===== src/design/assert_macros.svh =====
// shared assertion macros, clk and rst taken from the enclosing module
`ifndef ASSERT_MACROS_SVH
`define ASSERT_MACROS_SVH

// cons must hold in the same cycle as ante
`define RMJD_ASSERT_IMP(label, ante, cons) \
  label: assert property (@(posedge clk) disable iff (rst) (ante) |-> (cons)) \
    else $error("rmjd assertion failed");

// cons must hold in the cycle after ante
`define RMJD_ASSERT_NXT(label, ante, cons) \
  label: assert property (@(posedge clk) disable iff (rst) (ante) |=> (cons)) \
    else $error("rmjd assertion failed");

// cond must never hold
`define RMJD_ASSERT_NEVER(label, cond) \
  label: assert property (@(posedge clk) disable iff (rst) !(cond)) \
    else $error("rmjd assertion failed");

`endif


===== src/design/rmjd_pkg.sv =====
package rmjd_pkg;

  localparam int COUNT_WIDTH = 16;
  localparam int TEMP_W = 16;
  localparam int HUM_W = 14;
  localparam int LIMIT_W = 16;
  localparam int SHOWN_W = 16;
  localparam int MEAN_W = 16;
  localparam int PROD_W = MEAN_W + COUNT_WIDTH;

  localparam logic [LIMIT_W-1:0] JUMP_LIMIT_RESET = LIMIT_W'(50);

  typedef struct packed {
    logic signed [TEMP_W-1:0] temperature;
    logic [HUM_W-1:0]         humidity;
  } rmjd_sample_t;

  typedef struct packed {
    logic signed [TEMP_W-1:0] mean_temperature;
    logic [HUM_W-1:0]         mean_humidity;
    logic [SHOWN_W-1:0]       sample_count;
    logic                     rapid_change;
    logic signed [TEMP_W-1:0] previous_temperature;
  } rmjd_result_t;

  typedef struct packed {
    logic signed [MEAN_W-1:0] mean;
    logic signed [MEAN_W-1:0] sample;
    logic [COUNT_WIDTH-1:0]   n;
  } rmjd_op_t;

endpackage


===== src/design/running_mean_jump_detector.sv =====
// Running mean and temperature jump detector. Each sample word yields one result word with
// the truncated running means of temperature and humidity, the saturating sample count,
// the jump flag and the previous temperature (-1 after reset). Each mean unit holds a
// bit-serial multiplier (one count bit per cycle) and a restoring divider (one quotient
// bit per cycle) with setup and hand-off steps; a new sample is taken only once the
// previous one has left both units and its result has moved on. A finished result waits
// in the output register while the next sample is processed. jump_limit is written
// through cfg_we and cfg_wdata, by the user only while the block is idle (the block does
// not enforce this), and resets to 50.
`include "assert_macros.svh"

module running_mean_jump_detector
  import rmjd_pkg::*;
(
  input  logic               clk,
  input  logic               rst,
  input  logic               sample_valid,
  output logic               sample_ready,
  input  rmjd_sample_t       sample,
  output logic               result_valid,
  input  logic               result_ready,
  output rmjd_result_t       result,
  input  logic               cfg_we,
  input  logic [LIMIT_W-1:0] cfg_wdata
);

  localparam logic [COUNT_WIDTH-1:0] COUNT_MAX = '1;

  function automatic logic [SHOWN_W-1:0] shown_count(input logic [COUNT_WIDTH-1:0] c);
    logic [COUNT_WIDTH+SHOWN_W-1:0] wide;
    wide = {{SHOWN_W{1'b0}}, c};
    if (wide > (COUNT_WIDTH+SHOWN_W)'({SHOWN_W{1'b1}})) begin
      return '1;
    end
    return wide[SHOWN_W-1:0];
  endfunction

  logic [LIMIT_W-1:0]       jump_limit;
  logic signed [MEAN_W-1:0] temp_mean;
  logic [HUM_W-1:0]         humid_mean;
  logic [COUNT_WIDTH-1:0]   count;
  logic signed [TEMP_W-1:0] last_temp;
  logic                     busy;
  logic                     pend;
  logic [SHOWN_W-1:0]       st_count;
  logic                     st_jump;
  logic signed [TEMP_W-1:0] st_prev;

  logic                     acc;
  logic                     move;
  logic [COUNT_WIDTH-1:0]   count_next;
  logic [TEMP_W:0]          diff;
  logic [TEMP_W:0]          diff_abs;
  logic                     jump;
  rmjd_op_t                 t_op;
  rmjd_op_t                 h_op;
  logic                     t_done;
  logic                     h_done;
  logic signed [MEAN_W-1:0] t_mean;
  logic signed [MEAN_W-1:0] h_mean;

  assign sample_ready = !busy && !pend;
  assign acc = sample_valid && sample_ready;
  assign move = pend && (!result_valid || result_ready);

  always_comb begin
    count_next = (count == COUNT_MAX) ? count : count + 1'b1;
    diff = {sample.temperature[TEMP_W-1], sample.temperature} - {last_temp[TEMP_W-1], last_temp};
    diff_abs = diff[TEMP_W] ? (~diff + 1'b1) : diff;
    jump = !last_temp[TEMP_W-1] && (diff_abs > {1'b0, jump_limit});
    t_op.mean = temp_mean;
    t_op.sample = sample.temperature;
    t_op.n = count;
    h_op.mean = {{(MEAN_W-HUM_W){1'b0}}, humid_mean};
    h_op.sample = {{(MEAN_W-HUM_W){1'b0}}, sample.humidity};
    h_op.n = count;
  end

  rmjd_mean_unit u_temp (
    .clk   (clk),
    .rst   (rst),
    .start (acc),
    .op    (t_op),
    .done  (t_done),
    .mean  (t_mean)
  );

  rmjd_mean_unit u_humid (
    .clk   (clk),
    .rst   (rst),
    .start (acc),
    .op    (h_op),
    .done  (h_done),
    .mean  (h_mean)
  );

  always_ff @(posedge clk) begin
    if (rst) begin
      jump_limit <= JUMP_LIMIT_RESET;
      temp_mean <= '0;
      humid_mean <= '0;
      count <= '0;
      last_temp <= '1;
      busy <= 1'b0;
      pend <= 1'b0;
      result_valid <= 1'b0;
    end else begin
      if (cfg_we) begin
        jump_limit <= cfg_wdata;
      end
      if (acc) begin
        busy <= 1'b1;
        count <= count_next;
        last_temp <= sample.temperature;
      end
      if (t_done) begin
        busy <= 1'b0;
        pend <= 1'b1;
        temp_mean <= t_mean;
        humid_mean <= h_mean[HUM_W-1:0];
      end
      if (move) begin
        pend <= 1'b0;
        result_valid <= 1'b1;
      end else if (result_ready) begin
        result_valid <= 1'b0;
      end
    end
  end

  always_ff @(posedge clk) begin
    if (acc) begin
      st_count <= shown_count(count_next);
      st_jump <= jump;
      st_prev <= last_temp;
    end
    if (move) begin
      result.mean_temperature <= temp_mean;
      result.mean_humidity <= humid_mean;
      result.sample_count <= st_count;
      result.rapid_change <= st_jump;
      result.previous_temperature <= st_prev;
    end
  end

  `RMJD_ASSERT_NEVER(a_busy_pend, busy && pend)
  `RMJD_ASSERT_NEVER(a_units_lockstep, t_done != h_done)
  `RMJD_ASSERT_NXT(a_accept_busy, acc, busy && !sample_ready)

endmodule


===== src/design/rmjd_mean_unit.sv =====
`include "assert_macros.svh"

module rmjd_mean_unit
  import rmjd_pkg::*;
(
  input  logic                     clk,
  input  logic                     rst,
  input  logic                     start,
  input  rmjd_op_t                 op,
  output logic                     done,
  output logic signed [MEAN_W-1:0] mean
);

  localparam int STEP_W = $clog2(COUNT_WIDTH > MEAN_W ? COUNT_WIDTH : MEAN_W);
  localparam int REM_W = COUNT_WIDTH + 1;
  localparam int TRIAL_W = REM_W + 1;

  localparam logic [2:0] S_IDLE = 3'd0;
  localparam logic [2:0] S_MUL  = 3'd1;
  localparam logic [2:0] S_ADD  = 3'd2;
  localparam logic [2:0] S_ABS  = 3'd3;
  localparam logic [2:0] S_DIV  = 3'd4;
  localparam logic [2:0] S_FIN  = 3'd5;

  logic [2:0]             state;
  logic [STEP_W-1:0]      step;
  logic [MEAN_W-1:0]      mcand;
  logic                   neg;
  logic [COUNT_WIDTH-1:0] mplier;
  logic [PROD_W-1:0]      prod;
  logic [MEAN_W-1:0]      addend;
  logic [REM_W-1:0]       dvsr;
  logic [PROD_W:0]        dvd;
  logic [REM_W-1:0]       rem;
  logic [MEAN_W-1:0]      quo;
  logic                   qneg;

  logic [MEAN_W-1:0]  mean_mag;
  logic [MEAN_W:0]    mul_sum;
  logic [PROD_W:0]    addend_ext;
  logic [PROD_W:0]    dvd_sum;
  logic [PROD_W:0]    dvd_mag;
  logic [TRIAL_W-1:0] trial;
  logic [TRIAL_W-1:0] trial_diff;
  logic               ge;

  always_comb begin
    mean_mag = op.mean[MEAN_W-1] ? (~op.mean + 1'b1) : op.mean;
    mul_sum = {1'b0, prod[PROD_W-1:COUNT_WIDTH]} + {1'b0, (mplier[0] ? mcand : '0)};
    addend_ext = {{(PROD_W+1-MEAN_W){addend[MEAN_W-1]}}, addend};
    dvd_sum = neg ? (addend_ext - {1'b0, prod}) : (addend_ext + {1'b0, prod});
    dvd_mag = dvd[PROD_W] ? (~dvd + 1'b1) : dvd;
    trial = {rem, quo[MEAN_W-1]};
    trial_diff = trial - {1'b0, dvsr};
    ge = trial >= {1'b0, dvsr};
  end

  always_ff @(posedge clk) begin
    if (rst) begin
      state <= S_IDLE;
      done <= 1'b0;
    end else begin
      done <= (state == S_FIN);
      case (state)
        S_IDLE: begin
          if (start) begin
            state <= S_MUL;
          end
        end
        S_MUL: begin
          if (step == '0) begin
            state <= S_ADD;
          end
        end
        S_ADD: state <= S_ABS;
        S_ABS: state <= S_DIV;
        S_DIV: begin
          if (step == '0) begin
            state <= S_FIN;
          end
        end
        S_FIN: state <= S_IDLE;
        default: state <= S_IDLE;
      endcase
    end
  end

  always_ff @(posedge clk) begin
    case (state)
      S_IDLE: begin
        if (start) begin
          mcand <= mean_mag;
          neg <= op.mean[MEAN_W-1];
          mplier <= op.n;
          prod <= '0;
          addend <= op.sample;
          dvsr <= {1'b0, op.n} + 1'b1;
          step <= STEP_W'(COUNT_WIDTH - 1);
        end
      end
      S_MUL: begin
        prod <= {mul_sum, prod[COUNT_WIDTH-1:1]};
        mplier <= mplier >> 1;
        step <= step - 1'b1;
      end
      S_ADD: dvd <= dvd_sum;
      S_ABS: begin
        qneg <= dvd[PROD_W];
        rem <= {1'b0, dvd_mag[PROD_W-1:MEAN_W]};
        quo <= dvd_mag[MEAN_W-1:0];
        step <= STEP_W'(MEAN_W - 1);
      end
      S_DIV: begin
        rem <= ge ? trial_diff[REM_W-1:0] : trial[REM_W-1:0];
        quo <= {quo[MEAN_W-2:0], ge};
        step <= step - 1'b1;
      end
      S_FIN: mean <= qneg ? (~quo + 1'b1) : quo;
      default: ;
    endcase
  end

  `RMJD_ASSERT_IMP(a_start_idle, start, state == S_IDLE)
  `RMJD_ASSERT_IMP(a_rem_below_dvsr, state == S_DIV, rem < dvsr)
  `RMJD_ASSERT_IMP(a_quo_bound, state == S_FIN, !quo[MEAN_W-1] || quo[MEAN_W-2:0] == '0)

endmodule


===== config.mk =====
export PLATFORM = sky130hd
export DESIGN_NAME = running_mean_jump_detector
export DESIGN_NICKNAME = d
export VERILOG_FILES = /design/src/design/rmjd_pkg.sv /design/src/design/running_mean_jump_detector.sv /design/src/design/rmjd_mean_unit.sv
export VERILOG_INCLUDE_DIRS = /design/src /design/src/design
export SDC_FILE = /design/constraint.sdc
export NUM_CORES = 1
export LEC_CHECK = 0
export BUFFER_PORTS_ARGS = -buffer_cell sky130_fd_sc_hd__buf_2
export CORE_ASPECT_RATIO = 2
export CORE_MARGIN = 5
export CORE_UTILIZATION = 65
export CTS_CLUSTER_SIZE = 12
export DETAILED_ROUTE_END_ITERATION = 10
export GPL_ROUTABILITY_DRIVEN = 0
export PLACE_DENSITY = 0.89
export SLEW_MARGIN = 30
export SYNTH_ARGS = -nofsm -noshare
export SYNTH_HDL_FRONTEND = slang
export SYNTH_SLANG_ARGS = --single-unit

===== constraint.sdc =====
create_clock -name clk -period 18 [get_ports clk]
set_clock_uncertainty 0.15 [all_clocks]
set_input_delay 0 -clock clk [delete_from_list [all_inputs] [get_ports clk]]
set_output_delay 0 -clock clk [all_outputs]
set_load 0.01 [all_outputs]

-- Yosys cells after proc, flatten, opt, wreduce, memory -nomap -nowiden
Cells that the tools add are included.
- bitwise gates (word level): 6
- multiplexer cells: 34
- $add $sub $neg: 18
- magnitude comparators: 3
- equality and inequality tests: 17
- reduce and logical (&&, ||, !) cells: 32
- operators by type and width (kind ; number):
    one-hot mux 16 bit (2 select lines) ; 4
    one-hot mux 32 bit (2 select lines) ; 2
    two-way mux 32 bit ; 3
    one-hot mux 17 bit (2 select lines) ; 2
    adder 32 x 1 -> 32 bit (second input constant) ; 2
    two-way mux 16 bit ; 4
    NOT 32 bit ; 2
    two-way mux 17 bit ; 3
    adder 16 x 1 -> 16 bit (second input constant) ; 3
    greater-or-equal comparator 18 x 17 -> 1 bit ; 2
    adder 16 x 16 -> 17 bit ; 2
    subtractor 17 bit ; 2
    adder 14 x 32 -> 33 bit ; 1
    adder 33 x 32 -> 33 bit ; 1
    two-way mux 33 bit ; 1
    subtractor 33 x 32 -> 33 bit ; 1
    NOT 16 bit ; 2
    one-hot mux 3 bit (5 select lines) ; 2
    two-way mux 14 bit ; 2
    one-hot mux 4 bit (3 select lines) ; 2
    adder 16 x 1 -> 17 bit (second input constant) ; 1
    adder 17 x 1 -> 17 bit (second input constant) ; 1
    > comparator 17 x 16 -> 1 bit ; 1
    NOT 17 bit ; 1
    other kinds (24) ; 63
- register bits after elaboration: 547
- output and inout bits: 65
- input port bits: 51
- logic and storage cells: 153

-- Logic depth before layout (Yosys ltp)
- depth after elaboration: 6
- gate-level depth with buffers: 23
- gate-level depth less buffers: 22

-- By module
Synthesis repeated with hierarchy kept, for this count alone.
- cells, all modules: 3068
- area, all modules: 31978.2 µm²
- modules (own cells, without submodules) (module ; area each (µm²) ; times used ; cells each ; seq. area each (µm²)):
    rmjd_mean_unit (u_temp) ; 12152.9 ; 1 ; 1194 ; 5635.4
    rmjd_mean_unit (u_humid) ; 12126.6 ; 1 ; 1215 ; 5635.4
    running_mean_jump_detector ; 7698.6 ; 1 ; 659 ; 4504.3

-- Worst setup path after synthesis
Ideal clock, no wire load.
- path type: register -> register
- start point: reg pend
- end point: reg u_temp.mplier[0], enable pin
- setup slack: 10804 ps
- path buffers: 0
- arrival: 6661 ps
- period minus slack after synthesis: 7196 ps
- cell stages (with the launch flop): 5
- data required time: 17466 ps
- library setup time: 384 ps
- cell sequence: dfxtp_1 > nor2_1 > nand2_1 > nor4_1 > or2_2
- word-level cells in the longest chain between the ends: 5
- ends and longest elaborated chain (item ; RTL line ; text):
    start: declaration ; running_mean_jump_detector.sv:44 ; logic pend;
    start signal: assignment ; running_mean_jump_detector.sv:105 ; pend <= 1'b0;
    start signal: assignment ; running_mean_jump_detector.sv:118 ; pend <= 1'b1;
    start signal: assignment ; running_mean_jump_detector.sv:123 ; pend <= 1'b0;
    logical NOT 1 bit ; running_mean_jump_detector.sv:62 ; assign sample_ready = !busy && !pend;
    logical AND 1 bit ; running_mean_jump_detector.sv:62 ;
    via sample_ready ; running_mean_jump_detector.sv:18 ; output logic sample_ready,
    logical AND 1 bit ; running_mean_jump_detector.sv:63 ; assign acc = sample_valid && sample_ready;
    inequality test 2 bit (no source line) ; -- ;
    AND reduction 2 bit (no source line) ; -- ;
    end signal: assignment ; rmjd_mean_unit.sv:94 ; mplier <= op.n;
    end signal: assignment ; rmjd_mean_unit.sv:103 ; mplier <= mplier >> 1;
    end: declaration ; rmjd_mean_unit.sv:29 ; logic [COUNT_WIDTH-1:0] mplier;
The timed path passes the listed nets, and every way through them passes these cells.
A chain may end at the register's enable or synchronous reset.

-- Worst setup path after layout
- start point: reg u_temp.prod[2]
- end point: reg u_temp.dvd[31], data pin
- word-level cells in the longest chain between the ends: 2
- elaborated cells between the ends (all ways): 3
- those cells by class: add/sub (2); mux (1)
- ends and longest elaborated chain (item ; RTL line ; text):
    start: declaration ; rmjd_mean_unit.sv:30 ; logic [PROD_W-1:0] prod;
    start signal: assignment ; rmjd_mean_unit.sv:102 ; prod <= {mul_sum, prod[COUNT_WIDTH-1:1]};
    adder 33 x 32 -> 33 bit / subtractor 33 x 32 -> 33 bit (equally long branches) ; rmjd_mean_unit.sv:51 ; dvd_sum = neg ? (addend_ext - {1'b0, prod}) : (addend_ext + {1'b0, prod});
    two-way mux 33 bit (*) ; rmjd_mean_unit.sv:51 ;
    via u_temp.dvd_sum[31] ; rmjd_mean_unit.sv:41 ; logic [PROD_W:0] dvd_sum;
    end signal: assignment ; rmjd_mean_unit.sv:106 ; S_ADD: dvd <= dvd_sum;
    end: declaration ; rmjd_mean_unit.sv:33 ; logic [PROD_W:0] dvd;
The timed path passes the listed nets; every way through them passes the cells marked *.

==> summary.md <==
| Metric | Value |
|---|---|
| Status | `completed` |
| Via count | `23000` |
| Number of synthesized flops with an enable pin | `459` |
| Worst-case clock buffer depth | `3` |
| CTS HTree Levels | `2` |
| Placed insts | `3286` |
| Worst Hold Launch | `sample[17]` |
| Post-Layout Cell Count | `3483` |
| Area of the core | `0.0442 sq mm` |
| Cell row count | `109` |
| Crit end category | `flip-flop` |
| Largest area contributor in the netlist | `edfxtp_1` |
| Critical Path AT | `5430 ps` |
| Worst path required time | `18190 ps` |
| DP Worst Slack | `13100 ps` |
| First-pass DRT Iterations | `8` |
| Hold_ws | `32.8 ps` |
| Minimum clock period | `5240 ps` |
| Share of synthesized flip-flops with an asynchronous set or reset | `0` |
| Maxcap violations | `0` |
| Highest Clock Rate | `191 MHz` |
| Overall die width | `159 microns` |
| Syn Area/Cell | `10.8 sq um` |
| CTS tree | `built` |
| First-pass GRT wire length | `128000 microns` |
| PortBufs | `115` |
| Total grt overflow | `0` |
| Routed WL | `83600 microns` |
| Drt wl/cell | `24.0 microns` |
| Layout Utilization | `0.740` |
| Setup bufs post-CTS | `0` |
| Mapped cell area | `0.0290 sq mm` |
| Mapped Cells | `2686` |
| Post-synthesis sequential area ratio | `0.535` |
| RSZ-0062 raised after global routing | `false` |
| Initial antenna violation count | `4` |
| GRT Util Overall | `0.329` |
| Synth cell count leaders | `edfxtp_1, nand2_1, nor2_1` |
| PnR worst setup slack | `12760 ps` |
| I/O Pins | `116` |
| Synth top area share | `0.475` |
| Worst hold-check path type | `in2reg` |
| Pins over their slew limit | `0` |
| Fin area | `0.0327 sq mm` |
| Area delta synth->final | `12.6%` |
| Die ar. | `0.0493 sq mm` |
| Area contributors post-synth | `edfxtp_1, ha_1, dfxtp_1` |
| Final Hold Viols | `0` |
| Yosys warning count | `0` |
| Largest net degree at the start of global routing | `68` |
| Initial Util | `0.657` |
| Most common cell in the netlist | `edfxtp_1` |
| Post-route ant nets | `0` |
| Final Setup Violations | `0` |
| Startpoint Class | `flip-flop` |
| DP Area | `0.0302 sq mm` |
| Critical path type | `reg2reg` |
| Syn_nets | `2896` |
| Post-synth cell types | `71` |
| Pleak | `12.7 nW` |
| PwrDens | `97.5 mW/mm^2` |
| Worst Setup SP | `u_temp.prod[2]$_SDFFCE_PN0P_` |
| Worst-margin pin slew | `1010 ps` |
| Vias per cell | `6.61` |
| Share of cells above drive strength 1 | `0.0831` |
| Setup TNS | `0 ps` |
| Hpwl dp | `55100 microns` |
| CTS Sinks | `547` |
| Reg2reg start | `u_temp.prod[2]$_SDFFCE_PN0P_` |
| Worst Path Max Fanout | `6` |
| Starting DRT DRC Count | `2375` |
| Worst vdd ir | `0.0000903 V` |
| Vias in the first global route | `23700` |
| Clock transition at path regs | `60 ps` |
| Die H | `309 microns` |
| Max_slew headroom | `0.323` |
| Main flop type after synthesis | `edfxtp_1` |
| DRC Markers | `0` |
| Post-CTS sizing | `0` |
| Power Total | `3.19 mW` |
| Final worst-path cycle share | `0.291` |
| Root Driver | `clkbuf_16` |
| Clk_lat worst skew | `600 ps` |
| Num CTS Buffers | `52` |
| Nets | `3095` |
| #FFs+latches synth | `547` |
-- layout make-up --
cell class / count / area (sq um)
Antenna cell: 3 / 7.51
Clock buffer: 92 / 1500
Clock inverter: 2 / 27.5
Fill cell: 2617 / 11500
Inverter: 139 / 522
Multi-Input combinational cell: 1908 / 12700
Sequential cell: 547 / 15500
Tap cell: 555 / 694
Timing Repair Buffer: 237 / 1760
-- sequential cells by signal, summed over array words and instances, names as in the netlist, 17 cells and up --
register      count
u_humid.prod     32
u_humid.dvsr     17
u_temp.dvd       33
result           63
u_temp.rem       17
u_humid.dvd      33
u_temp.dvsr      17
u_temp.prod      32
u_humid.rem      17
-- power breakdown --
group | leakage (nW) | internal [mW] | total, mW | switching [mW]
clock | 0.727 | 0.562 | 1.04 | 0.477
sequential | 5.02 | 1.46 | 1.52 | 0.0562
combinational | 6.94 | 0.250 | 0.629 | 0.379
-- cell usage in the layout, fill, tap and decap left out, types with 62 or more instances in the layout --
master         count
a21oi_1          127
and2_1            71
buf_2            115
dfxtp_1           87
dlygate4sd3_1     97
edfxtp_1         459
ha_1             152
inv_1            138
mux2i_1           62
nand2_1          279
nor2_1           248
nor3_1            67
o21ai_0          126
xnor2_1          190
xor2_1            81
-- logic make-up after synthesis --
family | after synthesis | synth area share
flops | 547 | 0.535
simple gates | 916 | 0.151
fa+ha+maj | 159 | 0.0703
buf+inv | 231 | 0.0307
mux | 64 | 0.0221
compound gates | 498 | 0.109
xor+xnor | 271 | 0.0817
-- routing by layer --
metal,global-route usage,vias to the layer above,share of wire
met5,0,-,0.00039
met4,0.286,4,0.11
met3,0.0496,623,0.073
met2,0.594,1515,0.51
met1,0.324,10900,0.30
li1,-,10000,-
-- critical path: stages, from the launching register on --
cell and delay [ps]:
edfxtp_1 450, or3_1 420, nor4_1 610, and3_1 420, nor3b_1 660, a21oi_1 190
xnor2_1 230, ha_1 330, a21o_1 250, a221oi_1 570, nand2_1 180, o311ai_0 530
-- final timing paths --
check / slack (ps) / endpoint / depth (start not counted)
worst max-delay path: 12760 / u_temp.dvd[31]$_DFFE_PN_ / 11
worst min-delay path: 30 / u_temp.addend[3]$_DFFE_PP_ / 2
worst max register to register: 12760 / u_temp.dvd[31]$_DFFE_PN_ / 11
worst min register to register: 260 / result[31]$_DFFE_PP_ / 0
-- what timing repair did --
action / CTS / global route
hold buffers: 97 / 0
endpoints found under the hold margin: 122 / 0
endpoints found under the setup margin: 0 / 0
Power figures use the tool's default switching activity.
